===== config.mk =====
export PLATFORM = sky130hd
export DESIGN_NAME = midplane_irq_status_registers
export DESIGN_NICKNAME = d
export VERILOG_FILES = /design/src/rtl/mirq_pkg.sv /design/src/rtl/midplane_irq_status_registers.sv
export VERILOG_INCLUDE_DIRS = /design/src /design/src/rtl
export SDC_FILE = /design/constraint.sdc
export NUM_CORES = 1
export LEC_CHECK = 0
export BUFFER_PORTS_ARGS = -buffer_cell sky130_fd_sc_hd__buf_2
export CAP_MARGIN = 40
export CELL_PAD_IN_SITES_DETAIL_PLACEMENT = 1
export CELL_PAD_IN_SITES_GLOBAL_PLACEMENT = 1
export CORE_ASPECT_RATIO = 1.75
export CORE_UTILIZATION = 45
export CTS_CLUSTER_DIAMETER = 150
export DETAILED_ROUTE_END_ITERATION = 8
export PLACE_DENSITY = 0.8
export SLEW_MARGIN = 15
export SYNTH_ARGS = -nofsm -noshare
export SYNTH_HDL_FRONTEND = slang
export SYNTH_SLANG_ARGS = --single-unit
export TNS_END_PERCENT = 100

===== constraint.sdc =====
create_clock -name i_clk -period 3.5 [get_ports i_clk]
set_input_delay 0.175 -clock i_clk [delete_from_list [all_inputs] [get_ports i_clk]]
set_output_delay 0.175 -clock i_clk [all_outputs]
set_load 0.05 [all_outputs]

===== src/rtl/midplane_irq_status_registers_assert.svh =====
// assertion macros shared by the midplane irq status register rtl
`ifndef MIDPLANE_IRQ_STATUS_REGISTERS_ASSERT_SVH
`define MIDPLANE_IRQ_STATUS_REGISTERS_ASSERT_SVH

// same-cycle implication, checked out of reset
`define MIRQ_ASSERT_NOW(label, ante, cons, msg) \
    label: assert property (@(posedge i_clk) disable iff (!i_rst_n) \
        (ante) |-> (cons)) else $error(msg);

// implication checked in the cycle after the antecedent
`define MIRQ_ASSERT_NEXT(label, ante, cons, msg) \
    label: assert property (@(posedge i_clk) disable iff (!i_rst_n) \
        (ante) |=> (cons)) else $error(msg);

`endif


===== src/rtl/mirq_pkg.sv =====
`default_nettype none

package mirq_pkg;

    // command codes
    localparam logic [2:0] CMD_READ   = 3'd0;
    localparam logic [2:0] CMD_WRITE  = 3'd1;
    localparam logic [2:0] CMD_SET    = 3'd2;
    localparam logic [2:0] CMD_CLEAR  = 3'd3;
    localparam logic [2:0] CMD_INSERT = 3'd4;

    // register offsets
    localparam logic [7:0] OFF_NSTAT0_LO = 8'h10;
    localparam logic [7:0] OFF_NSTAT0_HI = 8'h13;
    localparam logic [7:0] OFF_NSTAT1_LO = 8'h18;
    localparam logic [7:0] OFF_NSTAT1_HI = 8'h1b;
    localparam logic [7:0] OFF_NMASK0    = 8'h20;
    localparam logic [7:0] OFF_NMASK1    = 8'h28;
    localparam logic [7:0] OFF_MGMT      = 8'h40;
    localparam logic [7:0] OFF_TEST      = 8'h48;
    localparam logic [7:0] OFF_PA_STATUS = 8'h50;
    localparam logic [7:0] OFF_PA_CTRL   = 8'h58;
    localparam logic [7:0] OFF_OIR       = 8'h70;
    localparam logic [7:0] OFF_SKIP      = 8'h7b;

    // fixed values
    localparam logic [31:0] MGMT_MASK  = 32'h6666_6600;
    localparam logic [31:0] TEST_VALUE = 32'hFFFF_FFFF;
    localparam logic [31:0] BAY0_POWER = 32'h0000_0006;

    localparam int NUM_BAYS  = 6;
    localparam int NUM_SLOTS = 7;

    // power bits per bay 1..6
    localparam logic [31:0] BAY_POWER [NUM_BAYS] = '{
        32'h0000_0600, 32'h0000_6000, 32'h0600_0000,
        32'h0006_0000, 32'h6000_0000, 32'h0060_0000
    };

    // one accepted input beat, cmd in the low bits
    typedef struct packed {
        logic [2:0]  port;
        logic [2:0]  slot;
        logic [31:0] write_data;
        logic [7:0]  offset;
        logic [2:0]  cmd;
    } t_item;

    // one result beat, read_data in the low bits
    typedef struct packed {
        logic        oir_irq_clear;
        logic        mgmt_irq_clear;
        logic        net_irq_line;
        logic [31:0] read_data;
    } t_result;

    // status word that holds a slot's byte lane
    function automatic logic slot_word(input logic [2:0] slot);
        logic w;
        case (slot)
            3'd2, 3'd5, 3'd6: w = 1'b1;
            default:          w = 1'b0;
        endcase
        return w;
    endfunction

    // byte lane index of a slot within its status word
    function automatic logic [1:0] slot_lane(input logic [2:0] slot);
        logic [1:0] l;
        case (slot)
            3'd0:       l = 2'd0;
            3'd1, 3'd2: l = 2'd1;
            3'd4, 3'd6: l = 2'd2;
            default:    l = 2'd3;
        endcase
        return l;
    endfunction

endpackage

`default_nettype wire


===== src/rtl/midplane_irq_status_registers.sv =====
// Midplane register block. One beat per cycle in and one result beat per cycle out:
// every command (bus read, bus write, net irq set/clear, insertion event) is decoded
// and applied to the registers at the edge where its beat is taken, and the result
// lands in an output register the next cycle; s_axis_tready stays high unless that
// register holds a result the sink has not taken. The command code travels on
// s_axis_tuser, the operands on s_axis_tdata. Each result carries the read value
// (zero for anything but a read), the masked network interrupt line as it stands after
// the command, and clear pulses for any access at 0x40 and 0x70. Reading 0x50 rebuilds
// the port adapter status from the bays-present register; 0x40 returns it masked.
`default_nettype none

`include "midplane_irq_status_registers_assert.svh"

module midplane_irq_status_registers (
    input  wire logic        i_clk,
    input  wire logic        i_rst_n,
    // bays-present register write
    input  wire logic        i_cfg_we,
    input  wire logic [5:0]  i_cfg_wdata,
    // input beats
    input  wire logic        s_axis_tvalid,
    output logic             s_axis_tready,
    // offset[7:0], write_data[39:8], slot[42:40], port[45:43], zero pad
    input  wire logic [47:0] s_axis_tdata,
    // cmd[2:0]
    input  wire logic [2:0]  s_axis_tuser,
    // result beats
    output logic             m_axis_tvalid,
    input  wire logic        m_axis_tready,
    // read_data[31:0], net_irq_line[32], mgmt_irq_clear[33], oir_irq_clear[34], zero pad
    output logic [39:0]      m_axis_tdata
);

    mirq_pkg::t_item   w_item;
    mirq_pkg::t_result n_res;
    mirq_pkg::t_result r_res;

    logic        r_out_valid;
    logic        w_accept;

    logic [5:0]  r_bays;
    logic [31:0] r_nstat [2];
    logic [31:0] r_nmask [2];
    logic [31:0] r_snap;
    logic [31:0] r_ctrl;
    logic [7:0]  r_ins;

    logic [31:0] n_nstat [2];
    logic [31:0] n_nmask [2];
    logic [31:0] n_snap;
    logic [31:0] n_ctrl;
    logic [7:0]  n_ins;

    logic [31:0] w_built;
    logic [31:0] w_lane_bit;
    logic        w_word;

    // operands above the command code form one item
    assign w_item        = mirq_pkg::t_item'({s_axis_tdata[45:0], s_axis_tuser});
    assign s_axis_tready = !r_out_valid || m_axis_tready;
    assign w_accept      = s_axis_tvalid && s_axis_tready;
    assign m_axis_tvalid = r_out_valid;
    assign m_axis_tdata  = {{(40 - $bits(mirq_pkg::t_result)){1'b0}}, r_res};

    // port adapter status from present bays
    always_comb begin
        w_built = mirq_pkg::BAY0_POWER;
        for (int i = 0; i < mirq_pkg::NUM_BAYS; i++) begin
            if (r_bays[i]) begin
                w_built = w_built | mirq_pkg::BAY_POWER[i];
            end
        end
    end

    // status bit for slot and port
    assign w_word     = mirq_pkg::slot_word(w_item.slot);
    assign w_lane_bit = 32'(1) << {mirq_pkg::slot_lane(w_item.slot), w_item.port};

    // command decode and next register values
    always_comb begin
        n_nstat = r_nstat;
        n_nmask = r_nmask;
        n_snap  = r_snap;
        n_ctrl  = r_ctrl;
        n_ins   = r_ins;
        n_res   = '0;
        unique case (w_item.cmd)
            mirq_pkg::CMD_READ, mirq_pkg::CMD_WRITE: begin
                unique case (w_item.offset) inside
                    [mirq_pkg::OFF_NSTAT0_LO:mirq_pkg::OFF_NSTAT0_HI]: begin
                        if (w_item.cmd == mirq_pkg::CMD_READ) n_res.read_data = r_nstat[0];
                    end
                    [mirq_pkg::OFF_NSTAT1_LO:mirq_pkg::OFF_NSTAT1_HI]: begin
                        if (w_item.cmd == mirq_pkg::CMD_READ) n_res.read_data = r_nstat[1];
                    end
                    mirq_pkg::OFF_NMASK0: begin
                        if (w_item.cmd == mirq_pkg::CMD_READ) n_res.read_data = r_nmask[0];
                        else n_nmask[0] = w_item.write_data;
                    end
                    mirq_pkg::OFF_NMASK1: begin
                        if (w_item.cmd == mirq_pkg::CMD_READ) n_res.read_data = r_nmask[1];
                        else n_nmask[1] = w_item.write_data;
                    end
                    mirq_pkg::OFF_MGMT: begin
                        if (w_item.cmd == mirq_pkg::CMD_READ) begin
                            n_res.read_data = mirq_pkg::MGMT_MASK & r_snap;
                        end
                        n_res.mgmt_irq_clear = 1'b1;
                    end
                    mirq_pkg::OFF_TEST: begin
                        if (w_item.cmd == mirq_pkg::CMD_READ) begin
                            n_res.read_data = mirq_pkg::TEST_VALUE;
                        end
                    end
                    mirq_pkg::OFF_PA_STATUS: begin
                        if (w_item.cmd == mirq_pkg::CMD_READ) begin
                            n_snap          = w_built;
                            n_res.read_data = w_built;
                        end
                    end
                    mirq_pkg::OFF_PA_CTRL: begin
                        if (w_item.cmd == mirq_pkg::CMD_READ) n_res.read_data = r_ctrl;
                        else n_ctrl = w_item.write_data;
                    end
                    mirq_pkg::OFF_OIR: begin
                        if (w_item.cmd == mirq_pkg::CMD_READ) begin
                            n_res.read_data = {24'd0, r_ins};
                        end else begin
                            n_ins = r_ins & ~w_item.write_data[7:0];
                        end
                        n_res.oir_irq_clear = 1'b1;
                    end
                    // reserved offset, silently ignored
                    mirq_pkg::OFF_SKIP: begin
                    end
                    default: begin
                    end
                endcase
            end
            mirq_pkg::CMD_SET: begin
                if (32'(w_item.slot) < mirq_pkg::NUM_SLOTS) begin
                    n_nstat[w_word] = r_nstat[w_word] | w_lane_bit;
                end
            end
            mirq_pkg::CMD_CLEAR: begin
                if (32'(w_item.slot) < mirq_pkg::NUM_SLOTS) begin
                    n_nstat[w_word] = r_nstat[w_word] & ~w_lane_bit;
                end
            end
            mirq_pkg::CMD_INSERT: begin
                n_ins = r_ins | w_item.write_data[7:0];
            end
            default: begin
            end
        endcase
        // interrupt line after this command
        n_res.net_irq_line = |((n_nstat[0] & n_nmask[0]) | (n_nstat[1] & n_nmask[1]));
    end

    // register state and output control
    always_ff @(posedge i_clk) begin
        if (!i_rst_n) begin
            r_out_valid <= 1'b0;
            r_bays      <= '0;
            r_nstat[0]  <= '0;
            r_nstat[1]  <= '0;
            r_nmask[0]  <= '0;
            r_nmask[1]  <= '0;
            r_snap      <= '0;
            r_ctrl      <= '0;
            r_ins       <= '0;
        end else begin
            if (i_cfg_we) begin
                r_bays <= i_cfg_wdata;
            end
            if (w_accept) begin
                r_out_valid <= 1'b1;
                r_nstat     <= n_nstat;
                r_nmask     <= n_nmask;
                r_snap      <= n_snap;
                r_ctrl      <= n_ctrl;
                r_ins       <= n_ins;
            end else if (m_axis_tready) begin
                r_out_valid <= 1'b0;
            end
        end
    end

    // result payload
    always_ff @(posedge i_clk) begin
        if (w_accept) begin
            r_res <= n_res;
        end
    end

    // checks
    `MIRQ_ASSERT_NEXT(a_irq_tracks_regs, w_accept,
        r_res.net_irq_line == |((r_nstat[0] & r_nmask[0]) | (r_nstat[1] & r_nmask[1])),
        "irq line in result disagrees with registers")
    `MIRQ_ASSERT_NEXT(a_nonread_zero, w_accept && (w_item.cmd != mirq_pkg::CMD_READ),
        r_out_valid && (r_res.read_data == 32'd0),
        "non-read beat returned nonzero data")
    `MIRQ_ASSERT_NEXT(a_insert_sets, w_accept && (w_item.cmd == mirq_pkg::CMD_INSERT),
        (r_ins & $past(w_item.write_data[7:0])) == $past(w_item.write_data[7:0]),
        "insertion event did not set status bits")
    `MIRQ_ASSERT_NOW(a_pulse_excl, r_out_valid,
        !(r_res.mgmt_irq_clear && r_res.oir_irq_clear),
        "both clear pulses in one result")

endmodule

`default_nettype wire


==> results of run 1 <==
==> layout by cell type, fill, tap and decap left out, types with 16 or more instances in the layout <==
cell type	instances
nor2_1	157
dfxtp_1	181
a31oi_1	46
a22oi_1	25
nand4_1	19
buf_4	58
mux2_2	40
dlygate4sd3_1	40
buf_2	97
nand2_1	251
edfxtp_1	35
clkbuf_16	23
nor3_1	16
a21oi_1	144
a211oi_1	57
mux2i_1	63
o21ai_0	58
==> final cells by class <==
class                   count  area, um^2  area share
clock inverters            11         151      0.0112
flip-flops and latches    216        4670       0.346
repair buffers            199        1400       0.104
inverters                   6        25.0     0.00185
clock buffers              29         618      0.0458
multi-input cells        1057        6250       0.462
well taps                 312         390      0.0289
==> worst register-to-register path: stages (launching register included) <==
cell and delay [ns]:
dfxtp_1 0.31, nand2b_1 0.13, nand2_1 0.19, buf_4 0.26
or4_1 0.78, buf_4 0.34, nand2_1 0.11, a21oi_1 0.06
==> layer usage <==
layer / share of wire / GRT usage / routed length, um
met1: 0.38 / 0.445 / 18800
met2: 0.49 / 0.666 / 24600
met5: 0.00056 / 0 / 28
met4: 0.063 / 0.236 / 3130
met3: 0.065 / 0.0553 / 3250
==> registers in the layout, indices dropped and copies added (netlist names), named ones only <==
signal	cells
m_axis_tdata	35
m_axis_tvalid	1
r_bays	6
r_ctrl	32
r_nmask	64
r_nstat	64
r_snap	6
==> logic make-up (layout without fill, tap and decap cells) <==
kind of cell / Yosys count / count (layout) / share of synthesized area
and+or+nand+nor: 539 / 539 / 0.217
AOI/OAI and AO/OA: 409 / 409 / 0.229
DFF: 216 / 216 / 0.408
buffers and inverters: 135 / 245 / 0.0501
muxes: 104 / 104 / 0.0953
other: 1 / 5 / 0.000327
==> synth_stat cells, types with 4 or more instances <==
master       n
a221oi_1    12
nand2_1    251
o211a_1      4
clkbuf_1    95
a22oi_1     25
a21oi_1    144
nand3_1      9
nor3_1      17
buf_4        7
or3_1        4
o31ai_1     11
and4_1      12
mux2i_1     63
nand4_1     19
and2_1      12
buf_2       21
inv_1        5
a211oi_1    57
a311oi_1     5
nor2_1     159
buf_1        4
mux2_2      40
a31oi_1     46
nor4b_2      4
nor2b_1      8
nor4_1       8
edfxtp_1    35
and3_1       6
a222oi_1    10
o2111ai_1    5
dfxtp_1    181
o21ai_0     58
a41oi_1     11
==> how the worst min path moves through the flow <==
stage,from,endpoint,slack (ns),cells past startpoint
2_1_floorplan,i_rst_n,r_nstat[29],0.30,1
6_report,i_cfg_we,r_bays[3],0.06,3
3_5_place_dp,i_cfg_wdata[2],r_bays[2],0.42,3
4_1_cts,i_cfg_we,r_bays[0],0.05,3
3_3_place_gp,i_cfg_wdata[3],r_bays[3],0.41,3
5_1_grt,i_rst_n,r_nstat[3],0.08,2
==> report_power, final <==
part           switching (mW)  internal (mW)
Combinational           0.401          0.142
Clock                    1.08           1.54
Sequential             0.0115           2.55
==> qor.yml, run 1 <==
outcome: "finished clean"
fp.coreArea_um2: 24800
boundaryPins: 104
ff2ff_path_depth: 7
relSlewSlack: 0.437
wl_per_cell_um: 27.2
syn_area_um2: 11500
clk_latency_ns: 0.54
synth_area_leaders: "dfxtp_1 32%, edfxtp_1 9.2%, nand2_1 8.2%"
drc: 0
ys_ff_latch: 216
finalCriticalPeriod_ns: 2.78
fin_ws_ns: 0.716
final_area_um2: 13500
cts_hold_buffers: 40
p_leak_nw: 4.68
dp.final_hpwl_um: 35200
yosys_most_used_dff: "dfxtp_1"
htreeDepth: 1
hold_viol: 0
yosys.area.top_type_share: 0.316
rows: 76
antenna_left: 0
cp_top_family: "buffers and inverters"
finish.utilization: 0.544
dieArea_um2: 26100
reg2reg_to: "r_nmask[54]"
fin_crit_sh: 0.795
path_buf_inv: 5
final_cells: 1830
nFillCells: 2944
fp.dieH_um: 213
path_cells: "buf_2, buf_4, nor4b_2, buf_4, nand3_2, buf_4, mux2_2, a2111oi_2, o2111ai_1, nor4_1, buf_4, nand4b_1"
tightest_slew_ns: 0.845
setup_viol: 0
holdWs_ns: 0.0615
crit_arrival_ns: 3.05
power_mw: 5.71
synth_edf_count: 35
path_clk_slew_ns: 0.07
slowest_delay_ns: 0.44
nets: 1564
drive_above_1_share: 0.169
cts_buffer_depth: 3
viasPerCell: 6.56
grt_max_degree: 73
fin_skew_ns: 0.0127
fin_tns_setup_ns: 0
portBuffers: 96
rrSetupSlack_ns: 1.15
syn_avg_cell_area_um2: 8.16
post_cts_resized: 0
drv_cap: 0
placed_cells: 1750
cp.depth: 12
fmax_mhz: 359
startpoint: "s_axis_tdata[4]"
start_util: 0.462
grt_usage: 0.387
grt.overflow.total: 0
die_w_um: 123
cts_tree: "done"
grt_pass1_vias: 12341
postCtsSetupBuffers: 0
power_density_nw_per_um2: 423
rsz0062_at_grt: "false"
gp_congestion: 1.00
crit_type: "in -> reg"
cts_made_buffers: 22
syn-instance-count: 1404
syn2layout_area_growth_pct: 17.8
synth_top_cell_by_area: "dfxtp_1"
drt_iter0_markers: 1044
num_antenna_cells: 0
ys_seq_area_frac: 0.408
cpMostUsedCell: "buf_4"
via_count: 11996
cts_sinks: 216
end_kind: "flip-flop"
endpoint: "m_axis_tdata[32]"
post-place-ws_ns: 0.216
dpl_cell_area_um2: 12300
grt_pass1_wl_um: 75100
critical_path.slowest_cell: "nor4b_2"
critical_path_required_ns: 3.77
synth_cell_types: 66
yosysWarnings: 0
drt-pass1-iter-count: 5
r2r_start: "m_axis_tvalid"
drt-total-wl_um: 49900
synthArstFlopShare: 0
peakVddDrop_uv: 450
slew_viol_final: 0
crit_path_start_kind: "input pin"
antenna_found_initial: 2
path_max_fanout: 18
min_path_type: "in -> reg"
cts_root_buffer: "clkbuf_16"
Power figures use the tool's default switching activity.
==> run 2: changes to the inputs <==
Settings changed: ABC_AREA set to 1, CORE_UTILIZATION 45 to 39, PLACE_DENSITY 0.8 to 0.77.
Clock period 3.5 ns to 2.3 ns, I/O delays scaled along.
==> qor.yml, run 2 <==
path_clk_slew_ns: 0.07  # about the same
crit_arrival_ns: 2.19  # -0.86 ns
drc: 0  # unchanged
holdWs_ns: 0.0409  # -0.0205 ns
finish.utilization: 0.486  # -0.0580
slowest_delay_ns: 0.61  # +0.17 ns
ys_ff_latch: 216  # unchanged
yosysWarnings: 0  # unchanged
pwr-share-seq: 0.451  # +0.003
intPower_mw: 6.46  # +53%
fin_skew_ns: 0.0134  # +0.000784 ns
portBuffers: 96  # unchanged
htreeDepth: 1  # unchanged
setup_viol: 0  # unchanged
fmax_mhz: 515
via_count: 13156  # +9.7%
syn_avg_cell_area_um2: 6.72  # -18%
slew_viol_final: 0  # unchanged
clockPowerShare: 0.393  # -0.064
cts_root_buffer: "clkbuf_16"
crit_path_start_kind: "flip-flop"
synthArstFlopShare: 0  # unchanged
die_w_um: 134  # +9.1%
yosysMostFrequentCell: "nand2_1"
path_max_fanout: 2  # -16
nets: 1992  # +27%
synth_top_cell_by_area: "dfxtp_1"
path_buf_inv: 1  # -4
path_cells: "inv_1, o22ai_1, a21oi_1, o21ai_0, a21oi_1, o21ai_0"
boundaryPins: 104  # unchanged
crit_type: "reg -> reg"
p_leak_nw: 6.64  # +42%
dieArea_um2: 31200  # +19%
grt_pass1_wl_um: 78000  # +3.9%
grt_usage: 0.334  # -0.0523
grt.overflow.total: 0  # unchanged
syn_area_um2: 11900  # +3.5%
cts_sinks: 216  # unchanged
cts_hold_buffers: 45  # +13%
postCtsSetupBuffers: 0  # unchanged
drt_iter0_markers: 720  # -31%
viasPerCell: 5.65  # -14%
synth_area_leaders: "dfxtp_1 31%, nand2_1 10%, inv_1 9.2%"
dp.final_hpwl_um: 36600  # +3.9%
cts_buffer_depth: 3  # unchanged
antenna_left: 0  # unchanged
power_density_nw_per_um2: 631  # +49%
drive_above_1_share: 0.132  # -0.0364
yosys.area.top_type_share: 0.305  # -0.0107
antenna_found_initial: 0  # -2
drt-total-wl_um: 51000  # +2.3%
critical_path.slowest_cell: "a21oi_1"
end_kind: "flip-flop"
clk_latency_ns: 0.53  # about the same
relSlewSlack: 0.445  # +0.00857
grt_pass1_vias: 13980  # +13%
tightest_slew_ns: 0.832  # -0.0129 ns
critical_path_required_ns: 2.55  # -1.22 ns
final_common_cell: "nand2_1"
rsz0062_at_grt: "false"
syn2layout_area_growth_pct: 22.8
rows: 84  # +11%
synth_edf_count: 35  # unchanged
cts_tree: "done"
synth_common_cells: "324 x nand2_1, 292 x inv_1, 181 x dfxtp_1"
drt-pass1-iter-count: 5  # unchanged
gp_congestion: 0.965  # -3.7%
wl_per_cell_um: 21.9  # -20%
synth_cell_types: 35  # -47%
combPwrFrac: 0.156  # +0.061
final_cell_mix: "322 x nand2_1, 292 x inv_1, 181 x dfxtp_1"
cp_top_family: "compound AO/OA/AOI/OAI gates"
fin_crit_sh: 0.843
finalCriticalPeriod_ns: 1.94
peakVddDrop_uv: 491  # +9.0%
cts_made_buffers: 23  # +4.5%
power_switching_share: 0.298  # +0.0368
outcome: "finished clean"
num_antenna_cells: 0  # unchanged
hold_viol: 0  # unchanged
start_util: 0.396  # -0.0657
grt_max_degree: 93  # +27%
fp.dieH_um: 233  # +9.2%
p_switching_mw: 2.74  # +84%
min_path_type: "in -> reg"
drv_cap: 0  # unchanged
post_cts_resized: 0  # unchanged
ys_seq_area_frac: 0.394  # -0.0138
fp.coreArea_um2: 30000  # +21%
yosys_most_used_dff: "dfxtp_1"
syn-instance-count: 1766  # +26%
-- run 2: changes by cell type after synthesis, moves of 24 or more --
cell,delta
nor2_1,-29
a31oi_1,-40
mux2_2,-40
a22oi_1,-25
inv_1,+287
o21ai_0,+103
nand3_1,+164
nand2_1,+73
mux2i_1,-63
o22ai_1,+24
-- run 2: worst reg2reg max path, delay by kind of cell (launching register included) --
kind	cells	cell delay, ns
compound gates	5	1.28
buf+inv	1	0.07
flops	1	0.31
-- run 2: final timing paths --
kind / startpoint / end / slack [ns] / depth (start not counted)
worst max register to register: r_nmask[14] / m_axis_tdata[14] / 0.36 / 6
worst max-delay path: r_nmask[14] / m_axis_tdata[14] / 0.36 / 6
worst min-delay path: i_rst_n / r_ctrl[30] / 0.04 / 3
worst min register to register: r_nstat[4] / r_nstat[4] / 0.45 / 2
-- run 2: cell families after synthesis --
family / count (synthesis) / synth area share
compound gates: 475 / 0.231
buf+inv: 411 / 0.137
flops: 216 / 0.394
other cells: 1 / 0.000316
simple gates: 663 / 0.239
-- run 2: final cells by class --
type	count	area (um^2)
sequential	216	4670
tap	387	484
clock buffer	33	654
timing repair buffer	247	1990
fill	3943	15400
multi-input combinational	1143	5610
clock inverter	5	30.0
inverter	299	1120
-- run 2: per-layer routing --
layer | vias to the layer above | global-route usage | routed length, um
met3 | 189 | 0.0355 | 1760
met4 | 0 | 0.280 | 4550
met1 | 6429 | 0.326 | 17800
met2 | 373 | 0.624 | 26900
li1 | 6165 | - | -
met5 | - | 0 | 0
-- run 2: power groups by stage --
| stage | Combinational, mW | Clock, mW | Sequential, mW |
|---|---|---|---|
| final | 1.44 | 3.61 | 4.15 |
| after CTS | 1.42 | 3.66 | 4.14 |
| after global routing | 1.57 | 3.79 | 4.16 |
| after global placement | 1.30 | 0 | 4.21 |
| after detailed placement | 1.35 | 0 | 4.22 |
| after floorplan | 0.750 | 0 | 4.30 |
-- run 2: through the flow --
step	power [mW]	cell area, um^2	instances	setup TNS (ns)	setup slack [ns]
finish	9.20	14600	2330	0	0.360
global route	9.52	14600	2330	0	0.276
CTS	9.22	14600	2329	0	0.521
detailed placement	5.57	13400	2246	-0.0633	-0.0588
global placement	5.51	13400	2246	-0.0131	-0.0131
floorplan	5.05	11900	1770	0	0.0636
==> run 3: changes to the inputs <==
Clock period 2.3 ns to 1.6 ns, I/O delays scaled along.
==> qor.yml, run 3 (synthesis gave the netlist of run 2 again) <==
outcome: "finished with violations"
violations: "negative setup slack"
slew_viol_final: 0  # unchanged
drt-total-wl_um: 62800  # +23%
placed_cells: 2373  # +5.7%
setup_viol: 19  # +19
grt_max_degree: 106  # +14%
die_w_um: 134  # unchanged
grt_pass1_wl_um: 83800  # +7.4%
nets: 2150  # +7.9%
fin_ws_ns: -0.232  # -0.592 ns
cts_tree: "done"
fp.dieH_um: 233  # unchanged
crit_path_start_kind: "input pin"
peakVddDrop_uv: 700  # +43%
wl_per_cell_um: 25.2  # +15%
finalCriticalPeriod_ns: 1.83
hold_viol: 0  # unchanged
post-place-ws_ns: -0.601  # -0.543 ns
final_cells: 2493  # +7.0%
final-seq-area_um2: 4680  # +0.11%
nFillCells: 3891  # -1.3%
clk_latency_ns: 0.55  # +0.02 ns
cts_sinks: 216  # unchanged
syn2layout_area_growth_pct: 37.6
via_count: 14832  # +13%
viasPerCell: 5.95  # +5.4%
holdWs_ns: 0.131  # +0.0899 ns
final_common_cell: "nand2_1"
gp_congestion: 0.966  # about the same
dp.final_hpwl_um: 39800  # +8.6%
crit_arrival_ns: 2.26  # +0.07 ns
drv_cap: 0  # unchanged
cpMostUsedCell: "buf_4"
fp.coreArea_um2: 30000  # unchanged
antenna_left: 0  # unchanged
path_clk_slew_ns: 0.08  # about the same
dieArea_um2: 31200  # unchanged
portBuffers: 96  # unchanged
rows: 84  # unchanged
cts_root_buffer: "clkbuf_16"
grt_pass1_vias: 14975  # +7.1%
p_leak_nw: 7.51  # +13%
path_cells: "buf_2, buf_4, nor3_4, buf_4, nand3_2, buf_4, nor4_4, buf_4, buf_4, buf_12, nor2_1, a211oi_1"
drc: 0  # unchanged
rsz0062_at_grt: "true"
end_kind: "flip-flop"
critical_path.slowest_cell: "a211oi_1"
boundaryPins: 104  # unchanged
fmax_mhz: 546
min_path_type: "in -> reg"
multi_input_area_um2: 5940  # +5.9%
crit_type: "in -> reg"
fin_crit_sh: 1.14
grt_usage: 0.359  # +0.0251
start_util: 0.396  # unchanged
tightest_slew_ns: 0.684  # -0.148 ns
cts_buffer_depth: 3  # unchanged
path_max_fanout: 12  # +10
slowest_delay_ns: 0.32  # -0.29 ns
dpl_cell_area_um2: 14400  # +7.2%
power_density_nw_per_um2: 862  # +36%
htreeDepth: 1  # unchanged
drt-pass1-iter-count: 8  # +3
cts_made_buffers: 23  # unchanged
fin_skew_ns: 0.0228  # +0.00935 ns
critical_path_required_ns: 2.03  # -0.52 ns
final_cell_mix: "297 x nand2_1, 282 x inv_1, 221 x buf_4"
power_mw: 14.1  # +53%
relSlewSlack: 0.544  # +0.0987
grt.overflow.total: 0  # unchanged
drt_iter0_markers: 1221  # +70%
antenna_found_initial: 2  # +2
final_area_um2: 16300  # +12%
drive_above_1_share: 0.236  # +0.103
[run 3: report_power, final]
part / internal (mW) / switching (mW)
clock: 3.14 / 2.49
sequential: 5.81 / 0.172
combinational: 0.812 / 1.66
[run 3: final timing paths]
path | from | slack (ns) | end | cells past startpoint
setup / recovery | s_axis_tdata[5] | -0.23 | r_ctrl[13] | 12
hold / removal | i_rst_n | 0.13 | r_nstat[4] | 4
setup reg to reg | m_axis_tvalid | -0.18 | r_ctrl[13] | 8
hold reg to reg | r_nstat[5] | 0.45 | r_nstat[5] | 2
[run 3: through the flow]
stage	setup TNS, ns	util
finish	-1.18	0.545
global route	-2.34	0.545
CTS	0	0.525
detailed placement	-36.06	0.481
global placement	-28.82	0.481
floorplan	-0.000224	-
[run 3: routing by layer]
layer | global-route usage | part of all wire | up-vias
met4 | 0.347 | 0.11 | 6
met2 | 0.660 | 0.50 | 777
li1 | - | - | 6479
met5 | 0 | 0.0011 | -
met1 | 0.328 | 0.32 | 7190
met3 | 0.0590 | 0.068 | 380
[run 3: layout make-up]
class | instances | share of cell area
repair inverters | 1 | 0.000383
flip-flops and latches | 216 | 0.287
inverters | 299 | 0.0698
diodes | 1 | 0.000153
clock inverters | 9 | 0.00644
repair buffers | 403 | 0.204
clock buffers | 33 | 0.0394
well taps | 387 | 0.0297
multi-input cells | 1144 | 0.364
[run 3: what timing repair did]
action | in CTS | in global routing
hold buffers | 47 | 0
pin swaps | 5 | 24
gates cloned | 1 | 6
setup buffers | 4 | 19
endpoints found under the setup margin | 3 | 97
gates resized for setup | 14 | 108
endpoints found under the hold margin | 58 | 0
[run 3: critical path, delay by kind of cell]
family | cells | cell delay (ns)
simple gates | 4 | 0.70
compound gates | 1 | 0.32
buf+inv | 7 | 1.14
